## config.mk

```make
export PLATFORM = sky130hd
export DESIGN_NAME = ordered_integer_list_engine_unit_flat
export DESIGN_NICKNAME = d
export VERILOG_FILES = /design/src/hw/rtl/oile_pkg.sv /design/src/hw/rtl/oile_if.sv /design/src/hw/rtl/ordered_integer_list_engine_unit.sv /design/src/hw/rtl/oile_cell.sv /design/src/flat_wrapper.sv
export SDC_FILE = /design/constraint.sdc
export NUM_CORES = 1
export LEC_CHECK = 0
export BUFFER_PORTS_ARGS = -buffer_cell sky130_fd_sc_hd__clkbuf_2
export CAP_MARGIN = 20
export CORE_MARGIN = 2
export CORE_UTILIZATION = 50
export CTS_BUF_LIST = sky130_fd_sc_hd__clkbuf_4 sky130_fd_sc_hd__clkbuf_8
export DETAILED_ROUTE_END_ITERATION = 16
export GPL_TIMING_DRIVEN = 1
export PLACE_DENSITY = 0.69
export RECOVER_POWER = 50
export SLEW_MARGIN = 20
export SYNTH_ARGS = -nofsm -noshare
export SYNTH_HDL_FRONTEND = slang
export SYNTH_SLANG_ARGS = --single-unit
```

## constraint.sdc

```tcl
create_clock -name clk -period 16.35 [get_ports clk]
set_input_delay 2.4525 -clock clk [delete_from_list [all_inputs] [get_ports clk]]
set_output_delay 2.4525 -clock clk [all_outputs]
set_load 0.05 [all_outputs]
```

## src/hw/rtl/oile_pkg.sv

```systemverilog
// Shared types and constants of the ordered integer list engine.
package oile_pkg;

	localparam int unsigned DataW   = 32;
	localparam int unsigned CmdW    = 3;
	localparam int unsigned PosW    = 4;
	localparam int unsigned StatW   = 2;
	localparam int unsigned TotW    = 5;
	// index field of the cell broadcast, wide enough for the largest supported depth
	localparam int unsigned IdxMaxW = 10;

	typedef enum logic [CmdW-1:0] {
		CMD_APPEND       = 3'd0,
		CMD_REMOVE_VALUE = 3'd1,
		CMD_FIND_VALUE   = 3'd2,
		CMD_READ_POS     = 3'd3,
		CMD_REMOVE_POS   = 3'd4,
		CMD_CLEAR        = 3'd5
	} cmd_t;

	typedef enum logic [StatW-1:0] {
		STAT_OK        = 2'd0,
		STAT_FULL      = 2'd1,
		STAT_NOT_FOUND = 2'd2,
		STAT_BAD_POS   = 2'd3
	} status_t;

	typedef enum logic {
		ST_IDLE,
		ST_SCAN
	} state_t;

	// broadcast from the controller to every cell
	typedef struct packed {
		logic               write;
		logic               shift;
		logic               inject;
		logic               advance;
		logic [IdxMaxW-1:0] index;
		logic [DataW-1:0]   wdata;
		logic [DataW-1:0]   key;
	} cell_ctl_t;

	typedef struct packed {
		status_t          status;
		logic [DataW-1:0] read_value;
		logic [PosW-1:0]  found_position;
		logic [TotW-1:0]  entry_total;
	} rsp_t;

endpackage

```

## src/hw/rtl/oile_if.sv

```systemverilog
// Request and response channel interfaces of the list engine.
interface oile_req_if;
	import oile_pkg::*;
	logic                    valid;
	logic                    ready;
	logic [CmdW-1:0]         command;
	logic signed [DataW-1:0] value;
	logic [PosW-1:0]         position;
	modport source (output valid, command, value, position, input ready);
	modport sink (input valid, command, value, position, output ready);
endinterface

interface oile_rsp_if;
	import oile_pkg::*;
	logic                    valid;
	logic                    ready;
	logic [StatW-1:0]        status;
	logic signed [DataW-1:0] read_value;
	logic [PosW-1:0]         found_position;
	logic [TotW-1:0]         entry_total;
	modport source (output valid, status, read_value, found_position, entry_total, input ready);
	modport sink (input valid, status, read_value, found_position, entry_total, output ready);
endinterface

```

## src/hw/rtl/ordered_integer_list_engine_unit.sv

```systemverilog
// Top level of the ordered integer list engine: controller and row of list cells.
//
// Usage: requests arrive on req (valid/ready; command, value, position) and
// each gives exactly one response on rsp (status, read_value, found_position,
// entry_total). A request is taken when req.valid and req.ready are high at
// a rising edge of clk.
// Append, read position, remove position, clear and unused codes finish in
// the accept cycle; the response is registered on its way to rsp, so one such
// request per cycle is sustained while rsp drains.
// Remove value and find value walk a search token along the cell row, one
// cell per cycle: a match, or a miss at the last entry, ends the walk and
// loads the response; the next request is taken once the walk ends.
// An empty list answers a search at once.
// Close-up after a removal shifts every later cell one place left, all together.
// Reset (arst_n low, asynchronous) empties the list; entry contents are not
// cleared and are never read above the count.
// When rsp stalls, one finished response waits in the output register and a
// second in a holding register; req.ready drops while both are full and during a search.
module ordered_integer_list_engine_unit #(
	parameter int unsigned DEPTH = 16
) (
	input  logic       clk,
	input  logic       arst_n,
	oile_req_if.sink   req,
	oile_rsp_if.source rsp
);
	import oile_pkg::*;

	localparam int unsigned IW   = (DEPTH > 1) ? $clog2(DEPTH) : 1;
	localparam int unsigned CW   = $clog2(DEPTH + 1);
	localparam int unsigned CW2  = (CW > IW + 1) ? CW : IW + 1;
	localparam int unsigned CMPW = (CW2 > PosW + 1) ? CW2 : PosW + 1;
	// positions reachable through the request field
	localparam int unsigned NRD  = (DEPTH < (1 << PosW)) ? DEPTH : (1 << PosW);
	localparam logic [CMPW-1:0] DepthC = CMPW'(DEPTH);

	state_t          state_q, state_d;
	logic [CW-1:0]   count_q, count_d;
	logic [IW-1:0]   scan_q;
	logic [DataW-1:0] key_q;
	logic            remove_q;

	cell_ctl_t       ctl;
	logic [DataW-1:0] cell_data [DEPTH];
	logic [DEPTH-1:0] token;
	logic [DEPTH-1:0] hit;

	logic            accept;
	logic            start_scan;
	logic            res_load;
	rsp_t            res;
	logic [DataW-1:0] rd_word;
	logic            hit_any;
	logic            scan_last;
	logic [CMPW-1:0] count_x, pos_x, scan_x;

	logic            pend_v_q, out_v_q;
	rsp_t            pend_q, out_q;
	logic            out_free;

	// ---------------- cell row ----------------
	for (genvar i = 0; i < DEPTH; i++) begin : g_cell
		logic [DataW-1:0] right_d;
		logic             left_t;
		if (i == DEPTH - 1) begin : g_end
			assign right_d = cell_data[i];
		end else begin : g_mid
			assign right_d = cell_data[i+1];
		end
		if (i == 0) begin : g_head
			assign left_t = 1'b0;
		end else begin : g_body
			assign left_t = token[i-1];
		end
		oile_cell #(
			.INDEX (i)
		) u_cell (
			.clk        (clk),
			.arst_n     (arst_n),
			.ctl        (ctl),
			.right_data (right_d),
			.left_token (left_t),
			.data       (cell_data[i]),
			.token      (token[i]),
			.hit        (hit[i])
		);
	end

	// ---------------- controller ----------------
	assign accept    = req.valid && req.ready;
	assign count_x   = CMPW'(count_q);
	assign pos_x     = CMPW'(req.position);
	assign scan_x    = CMPW'(scan_q);
	assign hit_any   = |hit;
	assign scan_last = CMPW'(scan_x + CMPW'(1)) >= count_x;

	// direct read port: the position field reaches the first NRD cells only
	always_comb begin
		rd_word = '0;
		for (int i = 0; i < NRD; i++) begin
			if (req.position == PosW'(i)) begin
				rd_word = cell_data[i];
			end
		end
	end

	always_comb begin
		state_d = state_q;
		unique case (state_q)
			ST_IDLE: begin
				if (accept && start_scan) begin
					state_d = ST_SCAN;
				end
			end
			ST_SCAN: begin
				if (hit_any || scan_last) begin
					state_d = ST_IDLE;
				end
			end
			default: state_d = ST_IDLE;
		endcase
	end

	always_comb begin
		ctl            = '0;
		ctl.key        = key_q;
		ctl.wdata      = req.value;
		count_d        = count_q;
		start_scan     = 1'b0;
		res_load       = 1'b0;
		res.status     = STAT_OK;
		res.read_value = '0;
		res.found_position = '0;
		req.ready      = 1'b0;
		unique case (state_q)
			ST_IDLE: begin
				req.ready = !pend_v_q;
				if (accept) begin
					res_load = 1'b1;
					unique case (req.command)
						CMD_APPEND: begin
							if (count_x >= DepthC) begin
								res.status = STAT_FULL;
							end else begin
								ctl.write = 1'b1;
								ctl.index = IdxMaxW'(count_q);
								count_d   = CW'(count_q + CW'(1));
							end
						end
						CMD_REMOVE_VALUE, CMD_FIND_VALUE: begin
							if (count_q == '0) begin
								res.status = STAT_NOT_FOUND;
							end else begin
								res_load   = 1'b0;
								start_scan = 1'b1;
								ctl.inject = 1'b1;
							end
						end
						CMD_READ_POS: begin
							if (pos_x >= count_x) begin
								res.status = STAT_BAD_POS;
							end else begin
								res.read_value = rd_word;
							end
						end
						CMD_REMOVE_POS: begin
							if (pos_x >= count_x) begin
								res.status = STAT_BAD_POS;
							end else begin
								ctl.shift = 1'b1;
								ctl.index = IdxMaxW'(req.position);
								count_d   = CW'(count_q - CW'(1));
							end
						end
						CMD_CLEAR: count_d = '0;
						default: ;
					endcase
				end
			end
			ST_SCAN: begin
				if (hit_any) begin
					res_load = 1'b1;
					if (remove_q) begin
						ctl.shift = 1'b1;
						ctl.index = IdxMaxW'(scan_q);
						count_d   = CW'(count_q - CW'(1));
					end else begin
						res.found_position = PosW'(scan_q);
					end
				end else if (scan_last) begin
					res_load   = 1'b1;
					res.status = STAT_NOT_FOUND;
				end else begin
					ctl.advance = 1'b1;
				end
			end
			default: ;
		endcase
		res.entry_total = TotW'(count_d);
	end

	always_ff @(posedge clk or negedge arst_n) begin
		if (!arst_n) begin
			state_q <= ST_IDLE;
			count_q <= '0;
			scan_q  <= '0;
		end else begin
			state_q <= state_d;
			count_q <= count_d;
			if (start_scan) begin
				scan_q <= '0;
			end else if (ctl.advance) begin
				scan_q <= IW'(scan_q + IW'(1));
			end
		end
	end

	always_ff @(posedge clk) begin
		if (accept) begin
			key_q    <= req.value;
			remove_q <= (req.command == CMD_REMOVE_VALUE);
		end
	end

	// ---------------- response buffering ----------------
	assign out_free = !out_v_q || rsp.ready;

	always_ff @(posedge clk or negedge arst_n) begin
		if (!arst_n) begin
			pend_v_q <= 1'b0;
			out_v_q  <= 1'b0;
		end else if (pend_v_q) begin
			if (out_free) begin
				pend_v_q <= 1'b0;
				out_v_q  <= 1'b1;
			end
		end else if (res_load) begin
			if (out_free) begin
				out_v_q <= 1'b1;
			end else begin
				pend_v_q <= 1'b1;
			end
		end else if (rsp.ready) begin
			out_v_q <= 1'b0;
		end
	end

	always_ff @(posedge clk) begin
		if (pend_v_q) begin
			if (out_free) begin
				out_q <= pend_q;
			end
		end else if (res_load) begin
			if (out_free) begin
				out_q <= res;
			end else begin
				pend_q <= res;
			end
		end
	end

	assign rsp.valid          = out_v_q;
	assign rsp.status         = out_q.status;
	assign rsp.read_value     = out_q.read_value;
	assign rsp.found_position = out_q.found_position;
	assign rsp.entry_total    = out_q.entry_total;

	// ---------------- checks ----------------
	a_scan_no_pend: assert property (@(posedge clk) disable iff (!arst_n)
		state_q == ST_SCAN |-> !pend_v_q)
		else $error("search running with a held response");

	a_count_bound: assert property (@(posedge clk) disable iff (!arst_n)
		count_x <= DepthC)
		else $error("entry count above depth");

	a_token_one: assert property (@(posedge clk) disable iff (!arst_n)
		$onehot0(token))
		else $error("more than one search token");

	a_idle_no_token: assert property (@(posedge clk) disable iff (!arst_n)
		state_q == ST_IDLE |-> token == '0)
		else $error("search token left over after scan");

	a_scan_in_list: assert property (@(posedge clk) disable iff (!arst_n)
		state_q == ST_SCAN |-> scan_x < count_x)
		else $error("search beyond last entry");

endmodule

```

## src/hw/rtl/oile_cell.sv

```systemverilog
// One list cell: holds an entry, shifts left on close-up, passes the search token right.
module oile_cell #(
	parameter int unsigned INDEX = 0
) (
	input  logic                    clk,
	input  logic                    arst_n,
	input  oile_pkg::cell_ctl_t     ctl,
	input  logic [oile_pkg::DataW-1:0] right_data,
	input  logic                    left_token,
	output logic [oile_pkg::DataW-1:0] data,
	output logic                    token,
	output logic                    hit
);
	import oile_pkg::*;

	localparam logic [IdxMaxW-1:0] MyIdx = IdxMaxW'(INDEX);

	logic [DataW-1:0] data_q;
	logic             token_q;

	always_ff @(posedge clk) begin
		if (ctl.write && (ctl.index == MyIdx)) begin
			data_q <= ctl.wdata;
		end else if (ctl.shift && (MyIdx >= ctl.index)) begin
			data_q <= right_data;
		end
	end

	// token moves one cell right on each advance; dropped when the scan stops
	always_ff @(posedge clk or negedge arst_n) begin
		if (!arst_n) begin
			token_q <= 1'b0;
		end else if (ctl.inject) begin
			token_q <= (INDEX == 0);
		end else if (ctl.advance) begin
			token_q <= left_token;
		end else begin
			token_q <= 1'b0;
		end
	end

	assign data  = data_q;
	assign token = token_q;
	assign hit   = token_q && (data_q == ctl.key);

endmodule
```

## src/flat_wrapper.sv

```systemverilog
// flat-port wrapper written by rule: the top's interface ports become plain ports
module ordered_integer_list_engine_unit_flat import oile_pkg::*;
#(
	parameter int unsigned DEPTH = 16
)
  (clk, arst_n, req_valid, req_command, req_value, req_position, req_ready, rsp_valid, rsp_status, rsp_read_value, rsp_found_position, rsp_entry_total, rsp_ready);
  oile_req_if req_i ();
  oile_rsp_if rsp_i ();
  input  logic clk;
  input  logic arst_n;
  input wire logic [$bits(req_i.valid)-1:0] req_valid;
  input wire logic [$bits(req_i.command)-1:0] req_command;
  input wire logic [$bits(req_i.value)-1:0] req_value;
  input wire logic [$bits(req_i.position)-1:0] req_position;
  output wire logic [$bits(req_i.ready)-1:0] req_ready;
  output wire logic [$bits(rsp_i.valid)-1:0] rsp_valid;
  output wire logic [$bits(rsp_i.status)-1:0] rsp_status;
  output wire logic [$bits(rsp_i.read_value)-1:0] rsp_read_value;
  output wire logic [$bits(rsp_i.found_position)-1:0] rsp_found_position;
  output wire logic [$bits(rsp_i.entry_total)-1:0] rsp_entry_total;
  input wire logic [$bits(rsp_i.ready)-1:0] rsp_ready;
  assign req_i.valid = req_valid;
  assign req_i.command = req_command;
  assign req_i.value = req_value;
  assign req_i.position = req_position;
  assign req_ready = req_i.ready;
  assign rsp_valid = rsp_i.valid;
  assign rsp_status = rsp_i.status;
  assign rsp_read_value = rsp_i.read_value;
  assign rsp_found_position = rsp_i.found_position;
  assign rsp_entry_total = rsp_i.entry_total;
  assign rsp_i.ready = rsp_ready;
  ordered_integer_list_engine_unit #(.DEPTH(DEPTH)) u_core (.clk(clk), .arst_n(arst_n), .req(req_i), .rsp(rsp_i));
endmodule
```

==> implementation parameters, run 1 <==
Parameter                              Value

Global route
  Number of antenna violations at the first check in global routing    1
  Wire length of the first global-routing pass    212.7 mm
  Final global-route overflow total    0
  Number of global-route vias before repair    28130
  Global routing usage summed across all routing layers    0.3671
  Maximum number of pins on one net before global-route repair    48

CTS
  H-tree lvl count    3
  Clock tree sinks    659
  Later-pin clock latency in the skew report    780 ps
  Master cell of the clock root buffer    clkbuf_8
  Clock transition at path regs    60 ps
  CTS tree    built
  Maximum clock insertion buffer count    3
  Number of setup buffers added after CTS    0
  Number of gates given a new drive strength after cts    0
  CTS buffer count    113
  Hold Buf Count CTS    0

Drt
  Met2 wire length    64.31 mm
  Number of vias per cell after detailed routing    6.967
  First-iteration detailed-routing DRC count    4815
  Overall via count from detail_route    29810
  Met3 wire length    20.25 mm
  DRC violation count after routing    0
  Routed length per placed instance    35.51 um
  Length of routed wiring on met1    60.86 mm
  DRT Pass-1 Iters    8
  Final Routed Wirelength    151.9 mm
  Residual antenna-violating net count after detailed routing    0
  Highest metal layer with signal wires    met4

Pwr
  Internal    3154 uW
  Peak ir drop on the vdd network    68.90 uV
  Comb pwr share    0.276
  Switching power    1913 uW
  Sequential fraction of design power    0.428
  Leakage Power    0.01410 uW
  Switch share    0.3775
  Areal power density over the cells    119.6 nW/um^2
  Share of total power in the clock network    0.295

Floorplan
  Std cell rows    102
  Vertical extent of the die    284.3 um
  Placeable core area    77590 um^2
  Die area    80850 um^2
  Die extent in x    284.3 um
  Initial Utilization    0.5064
  Number of I/O pins    88

Yosys
  Post-synthesis area per instance    12.72 um^2
  Post-synth net total    3147
  Gate count after technology mapping    3090
  Post-synth cell types    83
  Yosys reg bits    659
  Number of flops mapped to enable cells by yosys    631
  Cell area after synthesis    39300 um^2
  Ys Warns    0
  Leading register cell type out of synthesis    edfxtp_1
  Fraction of synthesis flops using an asynchronous set or reset pin    0.04249
  Sequential share of the synthesized area    0.5000

Worst setup path
  R2R setup slack    7500 ps
  Depth of the critical timing path with buffers and inverters included    14
  Worst path slowest cell    o21ai_0
  Critical Path Most Common Cell    a21oi_1
  Cell family with most CP delay    compound AO/OA/AOI/OAI gates
  Reg2reg start    u_core.pend_v_q
  Max FO, Critical Path    44
  Worst EP required    16700 ps
  Crit path cell chain    clkbuf_1 -> inv_1 -> ha_1 -> nand2b_1 -> a21o_1 -> a21o_1 -> a21oi_1 -> o211ai_1 -> a21oi_1 -> o21bai_1 -> nor2b_1 -> a21oi_1 -> o21ai_0 -> clkbuf_1
  CP Launch Type    input pin
  Signal arrival time at the worst endpoint    10330 ps
  Worst path bufs/invs    3
  Critical path class    input pin to register
  Critical R2R Capture    u_core.g_cell[9].u_cell.data[11]
  CP Launch Point    req_position[0]
  R2r worst-path depth    12
  Slowest Stage Delay on Critical Path    1960 ps
  Capture point of the worst path    u_core.g_cell[9].u_cell.data[11]
  Crit path capture type    register

Hold path
  Number of cells on the worst hold path    1
  Min-delay worst type    register to register

STA
  Worst Tran Pin Value    2739 ps
  Worst rel slew slack    -0.8262
  Hold Fails Final Rpt    0
  Final critical delay including setup and external delays    9976 ps
  Final worst setup slack    6374 ps
  Fin crit share    0.6101
  Highest attainable clock frequency    100.2 MHz
  Clock skew    41.74 ps
  Number of failing setup endpoints in the final timing report    0
  Total Negative Setup Slacks    0 ps
  Unrepaired setup endpoints after global routing    no
  Final Slew Violations    695

Place
  Placement Setup Slack    8795 ps
  Routability-driven placement congestion ratio    1.125
  Cell Area, Placed    40390 um^2
  DP HPWL    115.0 mm
  Buffers added on ports    87

Final layout
  Fill count    6701
  Layout cells sized above 1    0.2536
  Area Overhead vs Synth    7.763%
  Post-Layout Inst Area    42350 um^2
  Nets    3200

Outcome
  Violations in the final reports    max-capacitance violations, max-slew violations
  Outcome    complete, but fails checks

Job
  Max Cap Violations    22
[metrics by stage]
step	hold slack, ps	power (uW)	util	instances
after floorplan	459.7	3048	-	3090
after global placement	500.6	3521	0.5202	4066
after detailed placement	500.9	3541	0.5206	4067
after CTS	523.7	5016	0.5487	4276
after global routing	528.1	5199	0.5457	4278
final	520.8	5066	0.5457	4279
[how the worst min path moves through the flow]
stage / start / end / slack, ps
floorplan: u_core.g_cell[14].u_cell.token / u_core.g_cell[15].u_cell.token / 460
global placement: u_core.g_cell[5].u_cell.token / u_core.g_cell[6].u_cell.token / 500
detailed placement: u_core.g_cell[5].u_cell.token / u_core.g_cell[6].u_cell.token / 500
CTS: u_core.g_cell[10].u_cell.token / u_core.g_cell[11].u_cell.token / 520
global route: u_core.pend_q[17] / u_core.rsp.read_value[8] / 530
finish: u_core.g_cell[10].u_cell.token / u_core.g_cell[11].u_cell.token / 520
[registers in the layout (all words and copies together), names as in the netlist, 2 cells and up]
name / cells
u_core.g_cell.u_cell.data: 512
u_core.rsp.found_position: 4
u_core.scan_q: 4
u_core.rsp.read_value: 32
u_core.count_q: 5
u_core.key_q: 32
u_core.g_cell.u_cell.token: 16
u_core.rsp.status: 2
u_core.rsp.entry_total: 5
u_core.pend_q: 43
[power groups by stage]
stage          sequential (uW)  combinational [uW]  clock (uW)
3_3_place_gp              2190                1330           0
6_report                  2170                1400        1500
4_1_cts                   2160                1360        1500
3_5_place_dp              2190                1350           0
5_1_grt                   2180                1440        1580
2_1_floorplan             2300                 750           0
[cell usage in the layout, fill, tap and decap left out, types with 12 or more instances in the layout]
cell type / instances
nor2_1: 66
ha_1: 14
xor2_1: 331
xnor2_1: 169
o21ai_0: 67
a21oi_1: 89
clkinv_2: 15
clkinv_1: 33
xor2_2: 14
clkbuf_4: 41
a21o_1: 38
nor4_1: 170
dfrtp_1: 27
nor2b_1: 18
a221oi_1: 33
inv_1: 23
nand2b_1: 15
a22oi_1: 45
clkbuf_1: 98
clkbuf_8: 115
a221o_1: 13
nand2_1: 106
mux2_4: 29
mux4_2: 30
a22o_1: 21
nand4_1: 106
buf_4: 62
nand4b_1: 15
mux2_2: 459
o221ai_1: 12
mux2i_1: 16
o22ai_1: 14
nor3_1: 48
nand3_1: 43
and2_1: 12
edfxtp_1: 631
[Yosys cell counts (29+ instances only)]
cell type	instances	area (um^2)
edfxtp_1	631	18950
mux2_2	459	5169
xor2_1	331	2899
nor4_1	169	1057
xnor2_1	169	1480
clkbuf_1	114	427.9
nand2_1	106	397.9
nand4_1	106	663.1
a21oi_1	90	450.4
nor2_1	77	289.0
o21ai_0	70	350.3
nor3_1	49	245.2
a22oi_1	45	337.8
buf_6	45	506.7
nand3_1	45	225.2
a21o_1	38	285.3
a221oi_1	33	289.0
buf_2	33	165.2
mux4_2	30	675.7
mux2_4	29	435.4
[cell type report]
cell class	count	area, um^2	area share
flip-flops and latches	659	19650	0.4640
multi-input cells	2176	18220	0.4303
clock buffers	156	1891	0.04465
well taps	1040	1301	0.03073
repair buffers	168	895.9	0.02116
clock inverters	53	289.0	0.006825
inverters	25	93.84	0.002216
diodes	2	5.005	0.0001182
[metal layers]
metal | vias to the layer above | global-route usage
met4 | 0 | 0.1341
met5 | - | 0
met2 | 2280 | 0.5291
met3 | 361 | 0.1231
li1 | 12030 | -
met1 | 15140 | 0.5136
[cell families after synthesis]
kind of cell | Yosys count | share of synthesized area
simple gates | 692 | 0.09919
flops | 659 | 0.5000
xor+xnor | 514 | 0.1172
mux | 545 | 0.1670
fa+ha+maj | 14 | 0.004458
compound gates | 411 | 0.07339
buf+inv | 255 | 0.03866
(Power assumes the default switching activity.)
==> run 2: changes to the inputs <==
==> constraint.sdc (replaced) <==
create_clock -name clk -period 9.6 [get_ports clk]
set_input_delay 1.44 -clock clk [delete_from_list [all_inputs] [get_ports clk]]
set_output_delay 1.44 -clock clk [all_outputs]
set_load 0.05 [all_outputs]
==> implementation parameters, run 2 (synthesized netlist as in run 1, its figures left out) <==
Parameter                              Value

Outcome
  Outcome    complete, but fails checks
  Violations in the final reports    max-capacitance violations, max-slew violations

Pwr
  Internal    5654 uW (+79%)
  Areal power density over the cells    213.2 nW/um^2 (+78%)
  Sequential fraction of design power    0.405 (-0.023)
  Comb pwr share    0.278 (+0.002)
  Switch share    0.3797 (+0.002142)
  Share of total power in the clock network    0.318 (+0.023)
  Leakage Power    0.01430 uW (+1.4%)
  Total power consumption of the routed design    9114 uW (+80%)
  Peak ir drop on the vdd network    160.8 uV (+130%)
  Switching power    3460 uW (+81%)

STA
  Final Slew Violations    587 (-16%)
  Number of failing setup endpoints in the final timing report    0 (unchanged)
  Final worst setup slack    1792 ps (-4583 ps)
  Final critical delay including setup and external delays    7808 ps
  Total Negative Setup Slacks    0 ps (unchanged)
  Highest attainable clock frequency    128.1 MHz
  Clock skew    49.68 ps (+7.941 ps)
  Hold Fails Final Rpt    0 (unchanged)
  Worst Tran Pin Value    3763 ps (+1024 ps)
  Worst rel slew slack    -1.509 (-0.6827)
  Unrepaired setup endpoints after global routing    no
  Fin crit share    0.8134

Floorplan
  Die extent in x    284.3 um (unchanged)
  Std cell rows    102 (unchanged)
  Initial Utilization    0.5064 (unchanged)
  Number of I/O pins    88 (unchanged)
  Placeable core area    77590 um^2 (unchanged)
  Die area    80850 um^2 (unchanged)
  Vertical extent of the die    284.3 um (unchanged)

Worst setup path
  Signal arrival time at the worst endpoint    8290 ps (-2040 ps)
  Worst path slowest cell    clkbuf_1
  Slowest Stage Delay on Critical Path    1800 ps (-160 ps)
  CP Launch Type    register
  Worst EP required    10080 ps (-6620 ps)
  Max FO, Critical Path    32 (-27%)
  Crit path cell chain    clkbuf_1 -> xnor2_1 -> nand4_1 -> nor4_1 -> nand3_1 -> nand4_1 -> o41ai_1 -> o21bai_1 -> nor3_1 -> clkbuf_1 -> mux2_2
  Crit path capture type    register
  R2r worst-path depth    11 (-1)
  Critical path class    register to register

CTS
  CTS buffer count    115 (+1.8%)
  Clock transition at path regs    60 ps (about the same)
  Master cell of the clock root buffer    clkbuf_8
  Maximum clock insertion buffer count    3 (unchanged)
  H-tree lvl count    3 (unchanged)
  Number of setup buffers added after CTS    0 (unchanged)
  CTS tree    built
  Later-pin clock latency in the skew report    780 ps (about the same)
  Clock tree sinks    659 (unchanged)
  Hold Buf Count CTS    0 (unchanged)
  Number of gates given a new drive strength after cts    0 (unchanged)

Hold path
  Min-delay worst type    register to register
  Number of cells on the worst hold path    1 (unchanged)

Place
  Buffers added on ports    87 (unchanged)
  Placement Setup Slack    3379 ps (-5416 ps)
  DP HPWL    125.8 mm (+9.5%)
  Routability-driven placement congestion ratio    1.067 (-5.2%)

Global route
  Maximum number of pins on one net before global-route repair    48 (unchanged)
  Number of global-route vias before repair    28010 (-0.43%)
  Wire length of the first global-routing pass    227.2 mm (+6.8%)
  Global routing usage summed across all routing layers    0.4013 (+0.03417)
  Number of antenna violations at the first check in global routing    9 (+8)
  Final global-route overflow total    0 (unchanged)

Final layout
  Area Overhead vs Synth    8.798%
  Nets    3212 (+0.38%)
  Max FFs per register    512 (unchanged)
  Fill count    6652 (-0.73%)
  Most common cell after layout, fill and taps aside    edfxtp_1
  Commonest cells after routing, fill and taps aside    edfxtp_1 (631), mux2_2 (459), xor2_1 (331), nor4_1 (170), xnor2_1 (168)
  Layout cells sized above 1    0.2606 (+0.006972)

Drt
  Routed length per placed instance    38.68 um (+8.9%)
  Final Routed Wirelength    166.1 mm (+9.3%)
  Overall via count from detail_route    30060 (+0.85%)
  DRT Pass-1 Iters    8 (unchanged)
  First-iteration detailed-routing DRC count    5147 (+6.9%)
  Residual antenna-violating net count after detailed routing    0 (unchanged)
  DRC violation count after routing    0 (unchanged)
  Number of vias per cell after detailed routing    7.000 (+0.48%)

Job
  Max Cap Violations    21 (-4.5%)
[run 2: cell type report]
type / instances / area (um^2) / share of cell area
timing repair buffer: 178 / 965.9 / 0.02259
antenna: 1 / 2.502 / 0.00005853
inverter: 25 / 93.84 / 0.002195
clock inverter: 66 / 613.1 / 0.01434
multi-input combinational: 2176 / 18240 / 0.4267
clock buffer: 150 / 1883 / 0.04405
sequential: 659 / 19650 / 0.4596
tap: 1040 / 1301 / 0.03044
[run 2: stage by stage]
step | util | instance area, um^2 | hold slack, ps | instances
finish | 0.5510 | 42750 | 516.3 | 4295
detailed placement | 0.5217 | 40480 | 505.2 | 4078
floorplan | - | 39300 | 459.7 | 3090
global route | 0.5510 | 42750 | 536.6 | 4295
global placement | 0.5214 | 40460 | 502.7 | 4077
CTS | 0.5538 | 42980 | 457.8 | 4294
[run 2: final timing paths]
check | endpoint | startpoint | slack (ps)
min | u_core.g_cell[8].u_cell.token | u_core.g_cell[7].u_cell.token | 520
max reg2reg | u_core.g_cell[2].u_cell.data[3] | u_core.key_q[14] | 1790
min in group asynchronous | u_core.g_cell[12].u_cell.token | arst_n | 530
min reg2reg | u_core.g_cell[8].u_cell.token | u_core.g_cell[7].u_cell.token | 520
max | u_core.g_cell[2].u_cell.data[3] | u_core.key_q[14] | 1790
max in group asynchronous | u_core.g_cell[5].u_cell.token | arst_n | 6600
[run 2: critical path, delay by kind of cell (launching register included)]
kind / cells / cell delay [ps]
compound gates: 2 / 2120
flops: 1 / 750
buf+inv: 2 / 2440
xor+xnor: 1 / 510
simple gates: 5 / 1140
mux: 1 / 470
[run 2: per-layer routing]
| metal | GRT usage | share of wire | up-vias |
|---|---|---|---|
| met5 | 0.01012 | 0.0011 | - |
| met4 | 0.1401 | 0.039 | 10 |
| met3 | 0.1755 | 0.16 | 338 |
| met2 | 0.5460 | 0.40 | 2303 |
| met1 | 0.5642 | 0.40 | 15350 |
| li1 | - | - | 12060 |
[run 2: power by group through the flow]
stage	registers (uW)	logic (uW)	clock network [uW]
floorplan	3910	1280	0
global placement	3720	2430	0
detailed placement	3730	2430	0
CTS	3670	2440	2900
global route	3710	2570	3020
finish	3690	2530	2890
